<file path="src/design/svfr_pkg.sv">
package svfr_pkg;

  localparam int unsigned CNT_W   = 16;              // tick and step counters
  localparam int unsigned LVL_W   = 7;               // volume levels
  localparam int unsigned MAG_W   = CNT_W + 1;       // magnitude of a signed count
  localparam int unsigned DIV_W   = CNT_W - 1;       // positive period bits
  localparam int unsigned ITER_W  = $clog2(MAG_W);
  localparam int unsigned DIR_W   = 2;

  localparam logic [LVL_W-1:0] LEVEL_MAX = 7'h7f;
  localparam logic [LVL_W-1:0] LEVEL_MIN = 7'h00;

  localparam logic FUNC_TICK  = 1'b0;
  localparam logic FUNC_START = 1'b1;

  localparam logic CFG_DIRECTION = 1'b0;
  localparam logic CFG_PERIOD    = 1'b1;

  typedef enum logic [1:0] {
    ST_IDLE,
    ST_MOD,
    ST_STEP,
    ST_OUT
  } fade_state_t;

  typedef struct packed {
    logic done;
    logic rem_zero;
  } mod_status_t;

endpackage

</file>
<file path="src/design/svfr_mod.sv">
// Bit-serial restoring remainder: one dividend bit per cycle.
module svfr_mod import svfr_pkg::*; (
  input  logic             clk,
  input  logic             rst,
  input  logic             start,
  input  logic [MAG_W-1:0] dividend,
  input  logic [DIV_W-1:0] divisor,
  output mod_status_t      status
);

  localparam logic [ITER_W-1:0] LAST_ITER = ITER_W'(MAG_W - 1);

  logic              busy;
  logic [ITER_W-1:0] iter;
  logic [MAG_W-1:0]  dvd;
  logic [DIV_W-1:0]  rem;
  logic [DIV_W:0]    trial;
  logic [DIV_W:0]    trial_next;
  logic              done;

  // Shift the next dividend bit in, subtract the divisor when it fits.
  always_comb begin
    trial = {rem, dvd[MAG_W-1]};
    if (trial >= {1'b0, divisor}) begin
      trial_next = trial - {1'b0, divisor};
    end else begin
      trial_next = trial;
    end
  end

  always_ff @(posedge clk) begin
    if (rst) begin
      busy <= 1'b0;
      iter <= '0;
      done <= 1'b0;
    end else begin
      done <= 1'b0;
      if (start) begin
        busy <= 1'b1;
        iter <= '0;
      end else if (busy) begin
        iter <= iter + 1'b1;
        if (iter == LAST_ITER) begin
          busy <= 1'b0;
          done <= 1'b1;
        end
      end
    end
  end

  always_ff @(posedge clk) begin
    if (start) begin
      dvd <= dividend;
      rem <= '0;
    end else if (busy) begin
      dvd <= {dvd[MAG_W-2:0], 1'b0};
      rem <= trial_next[DIV_W-1:0];
    end
  end

  assign status.done     = done;
  assign status.rem_zero = (rem == '0);

endmodule

</file>
<file path="src/design/stereo_volume_fade_ramp.sv">
// Stereo volume fade ramp, one channel.
// Path: a start word or idle tick goes from accept to ST_OUT; a tick with
// period zero or less via ST_STEP; with a positive period via ST_MOD, the
// bit-serial 17-bit remainder (one bit a cycle), and ST_STEP on a multiple.
// Throughput: one word at a time; the next is taken once the result is queued.
// Reset (rst, synchronous): counters, levels, fade and configuration registers cleared.
module stereo_volume_fade_ramp import svfr_pkg::*; (
  input  logic        clk,
  input  logic        rst,
  // configuration write port
  input  logic        cfg_we,
  input  logic        cfg_index,
  input  logic [15:0] cfg_data,
  // input words
  input  logic        s_axis_tvalid,
  output logic        s_axis_tready,
  // [15:0] start_ticks, [31:16] start_steps, [38:32] start_left,
  // [45:39] start_right, [47:46] zero
  input  logic [47:0] s_axis_tdata,
  // [0] func
  input  logic        s_axis_tuser,
  // result words
  output logic        m_axis_tvalid,
  input  logic        m_axis_tready,
  // [6:0] left_volume, [13:7] right_volume, [14] fading, [15] zero
  output logic [15:0] m_axis_tdata
);

  // configuration registers
  logic [DIR_W-1:0] fade_direction;
  logic [CNT_W-1:0] step_period;

  // fade state
  logic [CNT_W-1:0] ticks_left;
  logic [CNT_W-1:0] steps_left;
  logic [LVL_W-1:0] left_level;
  logic [LVL_W-1:0] right_level;
  logic             fade_on;

  fade_state_t state;
  fade_state_t state_next;

  logic        s_accept;
  logic        out_load;
  logic        mod_start;
  mod_status_t mod_status;

  logic             period_pos;
  logic             dir_down;
  logic             dir_up;
  logic [CNT_W-1:0] ticks_dec;
  logic [MAG_W-1:0] ticks_mag;
  logic [MAG_W-1:0] delta;
  logic [CNT_W-1:0] steps_new;
  logic [MAG_W-1:0] left_sum;
  logic [MAG_W-1:0] right_sum;
  logic             levels_ok;
  logic             steps_past;
  logic             stop;
  logic [LVL_W-1:0] bound;

  assign s_axis_tready = (state == ST_IDLE);
  assign s_accept      = s_axis_tvalid && s_axis_tready;
  assign out_load      = (state == ST_OUT) && (!m_axis_tvalid || m_axis_tready);

  assign period_pos = !step_period[CNT_W-1] && (step_period != '0);
  assign dir_down   = (fade_direction == 2'b01);
  assign dir_up     = fade_direction[DIR_W-1];

  // Count the tick down and take its magnitude for the multiple test.
  assign ticks_dec = ticks_left - 1'b1;
  assign ticks_mag = ticks_dec[CNT_W-1] ? (MAG_W'(0) - {1'b1, ticks_dec})
                                        : {1'b0, ticks_dec};

  assign mod_start = s_accept && (s_axis_tuser == FUNC_TICK) && fade_on && period_pos;

  svfr_mod u_mod (
    .clk      (clk),
    .rst      (rst),
    .start    (mod_start),
    .dividend (ticks_mag),
    .divisor  (step_period[DIV_W-1:0]),
    .status   (mod_status)
  );

  // Signed move of the step count and the levels for one step.
  always_comb begin
    if (period_pos) begin
      delta = dir_down ? {MAG_W{1'b1}} : MAG_W'(1);
    end else if (dir_down) begin
      delta = {step_period[CNT_W-1], step_period};
    end else begin
      delta = MAG_W'(0) - {step_period[CNT_W-1], step_period};
    end
  end

  assign steps_new  = steps_left + delta[CNT_W-1:0];
  assign left_sum   = {{(MAG_W-LVL_W){1'b0}}, left_level} + delta;
  assign right_sum  = {{(MAG_W-LVL_W){1'b0}}, right_level} + delta;
  assign levels_ok  = !left_sum[MAG_W-1] && (left_sum[MAG_W-2:LVL_W] == '0) &&
                      !right_sum[MAG_W-1] && (right_sum[MAG_W-2:LVL_W] == '0);
  assign steps_past = dir_down ? steps_new[CNT_W-1]
                               : (!steps_new[CNT_W-1] && (steps_new != '0));
  assign stop       = steps_past || !levels_ok;
  assign bound      = dir_down ? LEVEL_MIN : LEVEL_MAX;

  always_ff @(posedge clk) begin
    if (rst) begin
      state <= ST_IDLE;
    end else begin
      state <= state_next;
    end
  end

  always_comb begin
    state_next = state;
    unique case (state)
      ST_IDLE: begin
        if (s_accept) begin
          state_next = mod_start ? ST_MOD : ((s_axis_tuser == FUNC_TICK) && fade_on)
                                            ? ST_STEP : ST_OUT;
        end
      end
      ST_MOD: begin
        if (mod_status.done) begin
          state_next = mod_status.rem_zero ? ST_STEP : ST_OUT;
        end
      end
      ST_STEP: state_next = ST_OUT;
      ST_OUT: begin
        if (out_load) begin
          state_next = ST_IDLE;
        end
      end
      default: state_next = ST_IDLE;
    endcase
  end

  // configuration writes
  always_ff @(posedge clk) begin
    if (rst) begin
      fade_direction <= '0;
      step_period    <= '0;
    end else if (cfg_we) begin
      unique case (cfg_index)
        CFG_DIRECTION: fade_direction <= cfg_data[DIR_W-1:0];
        CFG_PERIOD:    step_period    <= cfg_data;
        default: ;
      endcase
    end
  end

  // fade state: load on start, count on tick, step when due
  always_ff @(posedge clk) begin
    if (rst) begin
      ticks_left  <= '0;
      steps_left  <= '0;
      left_level  <= '0;
      right_level <= '0;
      fade_on     <= 1'b0;
    end else if (s_accept) begin
      if (s_axis_tuser == FUNC_START) begin
        ticks_left  <= s_axis_tdata[15:0];
        steps_left  <= s_axis_tdata[31:16];
        left_level  <= s_axis_tdata[38:32];
        right_level <= s_axis_tdata[45:39];
        fade_on     <= 1'b1;
      end else if (fade_on) begin
        ticks_left <= ticks_dec;
      end
    end else if (state == ST_STEP) begin
      if (dir_down || dir_up) begin
        steps_left <= steps_new;
        if (stop) begin
          left_level  <= bound;
          right_level <= bound;
        end else begin
          left_level  <= left_sum[LVL_W-1:0];
          right_level <= right_sum[LVL_W-1:0];
        end
        if (stop || (ticks_left == '0) || (steps_new == '0)) begin
          fade_on <= 1'b0;
        end
      end else if ((ticks_left == '0) || (steps_left == '0)) begin
        // hold the volume, still end on an empty counter
        fade_on <= 1'b0;
      end
    end
  end

  // output register: hold the word until taken
  always_ff @(posedge clk) begin
    if (rst) begin
      m_axis_tvalid <= 1'b0;
    end else if (out_load) begin
      m_axis_tvalid <= 1'b1;
    end else if (m_axis_tready) begin
      m_axis_tvalid <= 1'b0;
    end
  end

  always_ff @(posedge clk) begin
    if (out_load) begin
      m_axis_tdata <= {1'b0, fade_on, right_level, left_level};
    end
  end

  // remainder unit runs only on a positive period
  a_mod_period: assert property (@(posedge clk) disable iff (rst)
    (state == ST_MOD) |-> period_pos)
    else $error("remainder running without a positive period");

  // remainder result only while waiting for it
  a_mod_done: assert property (@(posedge clk) disable iff (rst)
    mod_status.done |-> (state == ST_MOD))
    else $error("remainder finished outside its wait state");

  // a tick while inactive changes nothing
  a_idle_tick: assert property (@(posedge clk) disable iff (rst)
    (s_accept && (s_axis_tuser == FUNC_TICK) && !fade_on) |=>
      ($stable(left_level) && $stable(ticks_left) && !fade_on))
    else $error("inactive tick changed the fade state");

  // a result is queued only when the output slot is free or draining
  a_no_overwrite: assert property (@(posedge clk) disable iff (rst)
    (m_axis_tvalid && !m_axis_tready) |-> !out_load)
    else $error("result overwritten before taken");

endmodule

</file>
<file path="config.mk">
export PLATFORM = sky130hd
export DESIGN_NAME = stereo_volume_fade_ramp
export DESIGN_NICKNAME = d
export VERILOG_FILES = /design/src/design/svfr_pkg.sv /design/src/design/svfr_mod.sv /design/src/design/stereo_volume_fade_ramp.sv
export SDC_FILE = /design/constraint.sdc
export NUM_CORES = 1
export LEC_CHECK = 0
export ABC_AREA = 1
export BUFFER_PORTS_ARGS = -buffer_cell sky130_fd_sc_hd__clkbuf_2
export CORE_MARGIN = 2
export CORE_UTILIZATION = 49
export DETAILED_ROUTE_END_ITERATION = 12
export GPL_TIMING_DRIVEN = 0
export HOLD_SLACK_MARGIN = 0.15
export PLACE_DENSITY = 0.78
export SYNTH_ARGS = -nofsm -noshare
export SYNTH_HDL_FRONTEND = slang
export SYNTH_SLANG_ARGS = --single-unit
</file>
<file path="constraint.sdc">
create_clock -name clk -period 5.3 [get_ports clk]
set_clock_uncertainty 0.1 [all_clocks]
set_input_delay 0.53 -clock clk [delete_from_list [all_inputs] [get_ports clk]]
set_output_delay 0.53 -clock clk [all_outputs]
set_load 0.01 [all_outputs]
</file>
==> results of run 1 <==
==> stage by stage <==
step / cells / power (mW) / util / hold slack (ns) / cell area (µm²)
floorplan: 1342 / 3.42 / - / 0.331 / 9150
global placement: 1655 / 4.03 / 0.543 / 0.357 / 9860
detailed placement: 1656 / 4.08 / 0.544 / 0.363 / 9880
CTS: 1688 / 5.30 / 0.578 / 0.263 / 10500
global route: 1688 / 5.76 / 0.578 / 0.285 / 10500
finish: 1688 / 5.34 / 0.578 / 0.259 / 10500
==> cells by family (layout without fill, tap and decap cells) <==
kind of cell,count (synthesis),after routing,synth area share
AO/OA/AOI/OAI,281,281,0.169
XOR/XNOR,59,59,0.0565
adder cells (fa/ha/maj),62,62,0.0881
buffers and inverters,196,313,0.0864
flip-flops,122,122,0.302
other,1,1,0.000410
AND/OR/NAND/NOR,621,621,0.298
==> cell usage after synthesis (all sizes together) (32+ instances only) <==
cell type  count
dfxtp         90
inv          147
nand4         34
o21ai         95
edfxtp        32
nand3         92
ha            58
a21oi        129
nor2         153
clkbuf        33
nand2        311
xor2          45
==> worst min-delay path, cell delays in order <==
cell,delay [ns]
clkbuf_2,0.08
nand2_1,0.06
a31oi_1,0.07
==> per-layer routing <==
metal	global-route usage	vias to the layer above	wire length, µm
met2	0.472	324	12900
met4	0.101	0	810
met1	0.346	4329	11500
li1	-	4697	-
met3	0.0448	55	1600
met5	0	-	0
==> final cells by class <==
| type | count | area, µm² | share of cell area |
|---|---|---|---|
| inverters | 148 | 556 | 0.0530 |
| flip-flops and latches | 122 | 2760 | 0.264 |
| plain buffers | 48 | 235 | 0.0224 |
| well taps | 229 | 287 | 0.0273 |
| multi-input cells | 1024 | 5600 | 0.534 |
| clock inverters | 6 | 45.0 | 0.00430 |
| repair buffers | 85 | 435 | 0.0415 |
| clock buffers | 26 | 563 | 0.0537 |
==> final timing paths <==
path | to | start | slack, ns
worst max-delay path | right_level[6]$_SDFFE_PP0P_ | step_period[1]$_SDFFE_PP0P_ | 0.51
worst min-delay path | ticks_left[1]$_SDFFE_PP0P_ | s_axis_tdata[1] | 0.26
worst max register to register | right_level[6]$_SDFFE_PP0P_ | step_period[1]$_SDFFE_PP0P_ | 0.51
worst min register to register | m_axis_tdata[7]$_DFFE_PP_ | right_level[0]$_SDFFE_PP0P_ | 0.37
==> registers in the layout (all words and copies together) (netlist names), 5 cells and up <==
name	flops
ticks_left	16
steps_left	16
right_level	7
left_level	7
m_axis_tdata	15
u_mod.dvd	17
u_mod.iter	5
step_period	16
u_mod.rem	15
==> power by group <==
group          switching (mW)  total (mW)  internal [mW]
clock                   0.448        1.18          0.735
sequential              0.194        1.38           1.19
combinational            1.80        2.77          0.975
total                    2.44        5.34           2.90
==> results.json, run 1 <==
{
  "cts_max_level": 4,
  "antenna_found_initial": 0,
  "grt_max_degree": 27,
  "status": "finished clean",
  "synth_edf_count": 32,
  "finalWorstSetupSlack_ns": 0.510,
  "layout_common_cells": "302 x nand2_1, 142 x nor2_1, 137 x inv_1",
  "clk_path_buf_depth": 2,
  "drt.antenna.violating_nets": 0,
  "wl_per_cell_um": 15.9,
  "synth_top_area_share": 0.197,
  "postCtsSetupRepairBufs": 0,
  "ios": 89,
  "worstMarginPinSlew_ns": 1.32,
  "dr.pass1.iters": 6,
  "vias": 9405,
  "hold_depth": 3,
  "rsz0062_at_grt": "false",
  "initial_core_util": 0.504,
  "fillers": 1692,
  "cts-root-buf": "clkbuf_16",
  "yosysSeqAreaShare": 0.302,
  "synth_area_leader_cell": "dfxtp_1",
  "leakage_nw": 4.93,
  "holdCritPathClass": "input port to register",
  "clk_latency_ns": 0.43,
  "powerDensity_nw_per_um2": 509,
  "grt_pass1_wl_mm": 43.6,
  "cp_common_cell": "nand2_1",
  "cp_num_cells": 28,
  "worst_ep_arrival_time_ns": 4.97,
  "ys.flop_type": "dfxtp_1",
  "io_buffers": 84,
  "ir_drop_uv": 309,
  "grt_overflow": 0,
  "rr_worst_depth": 28,
  "dp_slack_ns": 0.639,
  "timing.final.crit_share": 0.904,
  "slowest_delay_ns": 0.55,
  "required_ns": 5.48,
  "worstSetupPathType": "register to register",
  "critPathCaptureType": "register",
  "yosys.cell_types.count": 45,
  "routed_via_density": 5.57,
  "path_delay_family": "simple AND/OR/NAND/NOR gates",
  "hold_viol_final": 0,
  "async_flop_share": 0,
  "die-area_um2": 19800,
  "relSlewSlack": 0.119,
  "min_period_ns": 4.79,
  "fp.dieH_um": 141,
  "dp_hpwl_mm": 20.6,
  "synth_area_leaders": "dfxtp_1 20%, nand2_1 12%, edfxtp_1 11%, ha_1 7.9%, a21oi_1 6.9%",
  "final_nets": 1579,
  "syn2layout_area_growth_pct": 14.6,
  "antenna_cells": 0,
  "cts_hold_buf": 0,
  "die_x_um": 141,
  "final_common_cell": "nand2_1",
  "syn_area_um2": 9150,
  "syn_area_per_cell_um2": 6.82,
  "cts_buffers": 17,
  "cts_tree": "yes",
  "crit_path_start_kind": "register",
  "fmax_mhz": 209,
  "final_layout_size_suffix_gt1_frac": 0.123,
  "drv_slew": 0,
  "clock-sinks": 122,
  "coreArea_um2": 18100,
  "fp-row-count": 49,
  "synth_cells": 1342,
  "drc": 0,
  "critical_path_buf_inv_count": 4,
  "ys_ff_latch": 122,
  "cts_resized": 0,
  "grt_usage": 0.274,
  "synth_nets": 1475,
  "drt_iter0_drc": 705,
  "yosysWarningCount": 0,
  "slowest_stage": "o21ai_0",
  "first_global_vias": 8919,
  "place_congestion": 0.969,
  "tns_ns": 0,
  "clk_pin_slew_ns": 0.06,
  "critPathMaxFanout": 10,
  "totalWireLength_mm": 26.8,
  "drv_cap": 0,
  "setup_viol": 0
}
Power figures use the tool's default switching activity.
==> run 2: changes to the inputs <==
Settings changed: CELL_PAD_IN_SITES_DETAIL_PLACEMENT from default to 1, CELL_PAD_IN_SITES_GLOBAL_PLACEMENT from default to 2, CORE_UTILIZATION 49 to 34, PLACE_DENSITY 0.78 to 0.91.
==> results.json, run 2 (synthesis gave the netlist of run 1 again) <==
{
  "critPathCaptureType": "register",
  "grt_max_degree": 27,
  "fmax_mhz": 203,
  "final_layout_size_suffix_gt1_frac": 0.123,
  "die-area_um2": 28200,
  "min_to": "ticks_left[1]$_SDFFE_PP0P_",
  "ios": 89,
  "crit_path_start_kind": "register",
  "totalWireLength_mm": 30.9,
  "drv_cap": 0,
  "grt_overflow": 0,
  "multi_input_area_um2": 5600,
  "hold_viol_final": 0,
  "antenna_cells": 0,
  "fillers": 3453,
  "clock-sinks": 122,
  "cts-root-buf": "clkbuf_16",
  "drt_iter0_drc": 454,
  "holdCritPathClass": "input port to register",
  "worstMarginPinSlew_ns": 0.900,
  "final_nets": 1579,
  "rsz0062_at_grt": "false",
  "reg2reg_from": "step_period[1]$_SDFFE_PP0P_",
  "coreArea_um2": 26700,
  "cts_hold_buf": 0,
  "layout_common_cells": "302 x nand2_1, 142 x nor2_1, 137 x inv_1",
  "io_buffers": 84,
  "grt_pass1_wl_mm": 49.9,
  "drt.antenna.violating_nets": 0,
  "first_global_vias": 9536,
  "clk_path_buf_depth": 2,
  "tns_ns": 0,
  "ir_drop_uv": 218,
  "min_from": "s_axis_tdata[1]",
  "cts_max_level": 4,
  "powerDensity_nw_per_um2": 510,
  "worstSetupPathType": "register to register",
  "clk_pin_slew_ns": 0.06,
  "leakage_nw": 4.91,
  "dp_slack_ns": 0.411,
  "antenna_found_initial": 0,
  "worst_ep_arrival_time_ns": 5.18,
  "initial_core_util": 0.343,
  "required_ns": 5.56,
  "wl_per_cell_um": 17.2,
  "place_area_um2": 10000,
  "grt_usage": 0.221,
  "largest_reg_flops": 17,
  "hold_depth": 3,
  "r2r_setup_slack_ns": 0.38,
  "fp-row-count": 60,
  "drc": 0,
  "status": "finished clean",
  "setup_viol": 0,
  "die_x_um": 168,
  "cts_resized": 0,
  "finalInstanceArea_um2": 10600,
  "cts_tree": "yes",
  "vias": 9335,
  "drv_slew": 0,
  "syn2layout_area_growth_pct": 15.7,
  "r2r-end": "fade_on$_SDFFE_PP0P_",
  "final_common_cell": "nand2_1",
  "dp_cells": 1768,
  "dp_hpwl_mm": 24.7,
  "routed_via_density": 5.19,
  "instances_no_fill": 1800,
  "largest_register": "u_mod.dvd",
  "relSlewSlack": 0.395,
  "critPathMaxFanout": 10,
  "dr.pass1.iters": 5,
  "clk_latency_ns": 0.43,
  "rr_worst_depth": 27,
  "finalWorstSetupSlack_ns": 0.382,
  "fp.dieH_um": 168,
  "cts_buffers": 17,
  "seqCellArea_um2": 2760,
  "timing.final.crit_share": 0.928,
  "place_congestion": 0.930,
  "postCtsSetupRepairBufs": 0,
  "min_period_ns": 4.92
}
run 2: cell types whose count changed in the layout (fill, tap and decap cells not counted), moves of 2 or more:
cell | before | now
clkbuf_8 | 4 | 0
clkbuf_16 | 20 | 17
clkinv_1 | 1 | 4
inv_6 | 1 | 4
bufinv_16 | 0 | 2
clkbuf_1 | 35 | 33
clkinvlp_4 | 1 | 3
run 2: area by class of cell:
class / count / area share
multi-input combinational: 1024 / 0.529
sequential: 122 / 0.261
inverter: 148 / 0.0525
timing repair buffer: 85 / 0.0411
tap: 341 / 0.0403
clock buffer: 17 / 0.0402
buffer: 48 / 0.0223
clock inverter: 15 / 0.0139
run 2: worst max-delay path by stage:
stage	start	end
floorplan	step_period[1]$_SDFFE_PP0P_	left_level[6]$_SDFFE_PP0P_
global placement	step_period[1]$_SDFFE_PP0P_	left_level[5]$_SDFFE_PP0P_
detailed placement	step_period[1]$_SDFFE_PP0P_	left_level[5]$_SDFFE_PP0P_
CTS	step_period[1]$_SDFFE_PP0P_	left_level[5]$_SDFFE_PP0P_
global route	step_period[1]$_SDFFE_PP0P_	fade_on$_SDFFE_PP0P_
finish	step_period[1]$_SDFFE_PP0P_	fade_on$_SDFFE_PP0P_
run 2: metal layers:
layer | routed length [µm] | vias up | GRT usage
met1 | 14200 | 4458 | 0.276
met2 | 15300 | 143 | 0.402
li1 | - | 4704 | -
met5 | 0 | - | 0
met4 | 509 | 0 | 0.0543
met3 | 905 | 30 | 0.0306
run 2: stage by stage:
stage	power [mW]	util	hold WS, ns
after global placement	4.13	0.375	0.359
after CTS	5.41	0.397	0.251
after detailed placement	4.22	0.376	0.362
final	5.40	0.397	0.264
after global routing	5.85	0.397	0.266
after floorplan	3.42	-	0.331
run 2: critical path, cell delays in order (launching register included):
cell and delay (ns):
dfxtp_1 0.34, inv_1 0.16, ha_1 0.23, nand3_2 0.11, nor2_2 0.13, nand2_2 0.08
nand3_2 0.12, buf_2 0.23, inv_1 0.08, nor2_1 0.56, ha_1 0.41, nand2_1 0.11
inv_1 0.04, a21oi_1 0.14, nand2_1 0.18, nor2_1 0.22, nand2_1 0.07, o21ai_0 0.11
nand2_1 0.08, nand3b_1 0.17, nor2_1 0.13, nand2_1 0.11, nor2_4 0.25, buf_6 0.19
nand4_1 0.21, nand3_1 0.13, nand2_1 0.06, nor2_1 0.10
run 2: report_power, final:
part / switching (mW) / internal (mW)
clock: 0.490 / 0.692
sequential: 0.186 / 1.19
combinational: 1.87 / 0.976
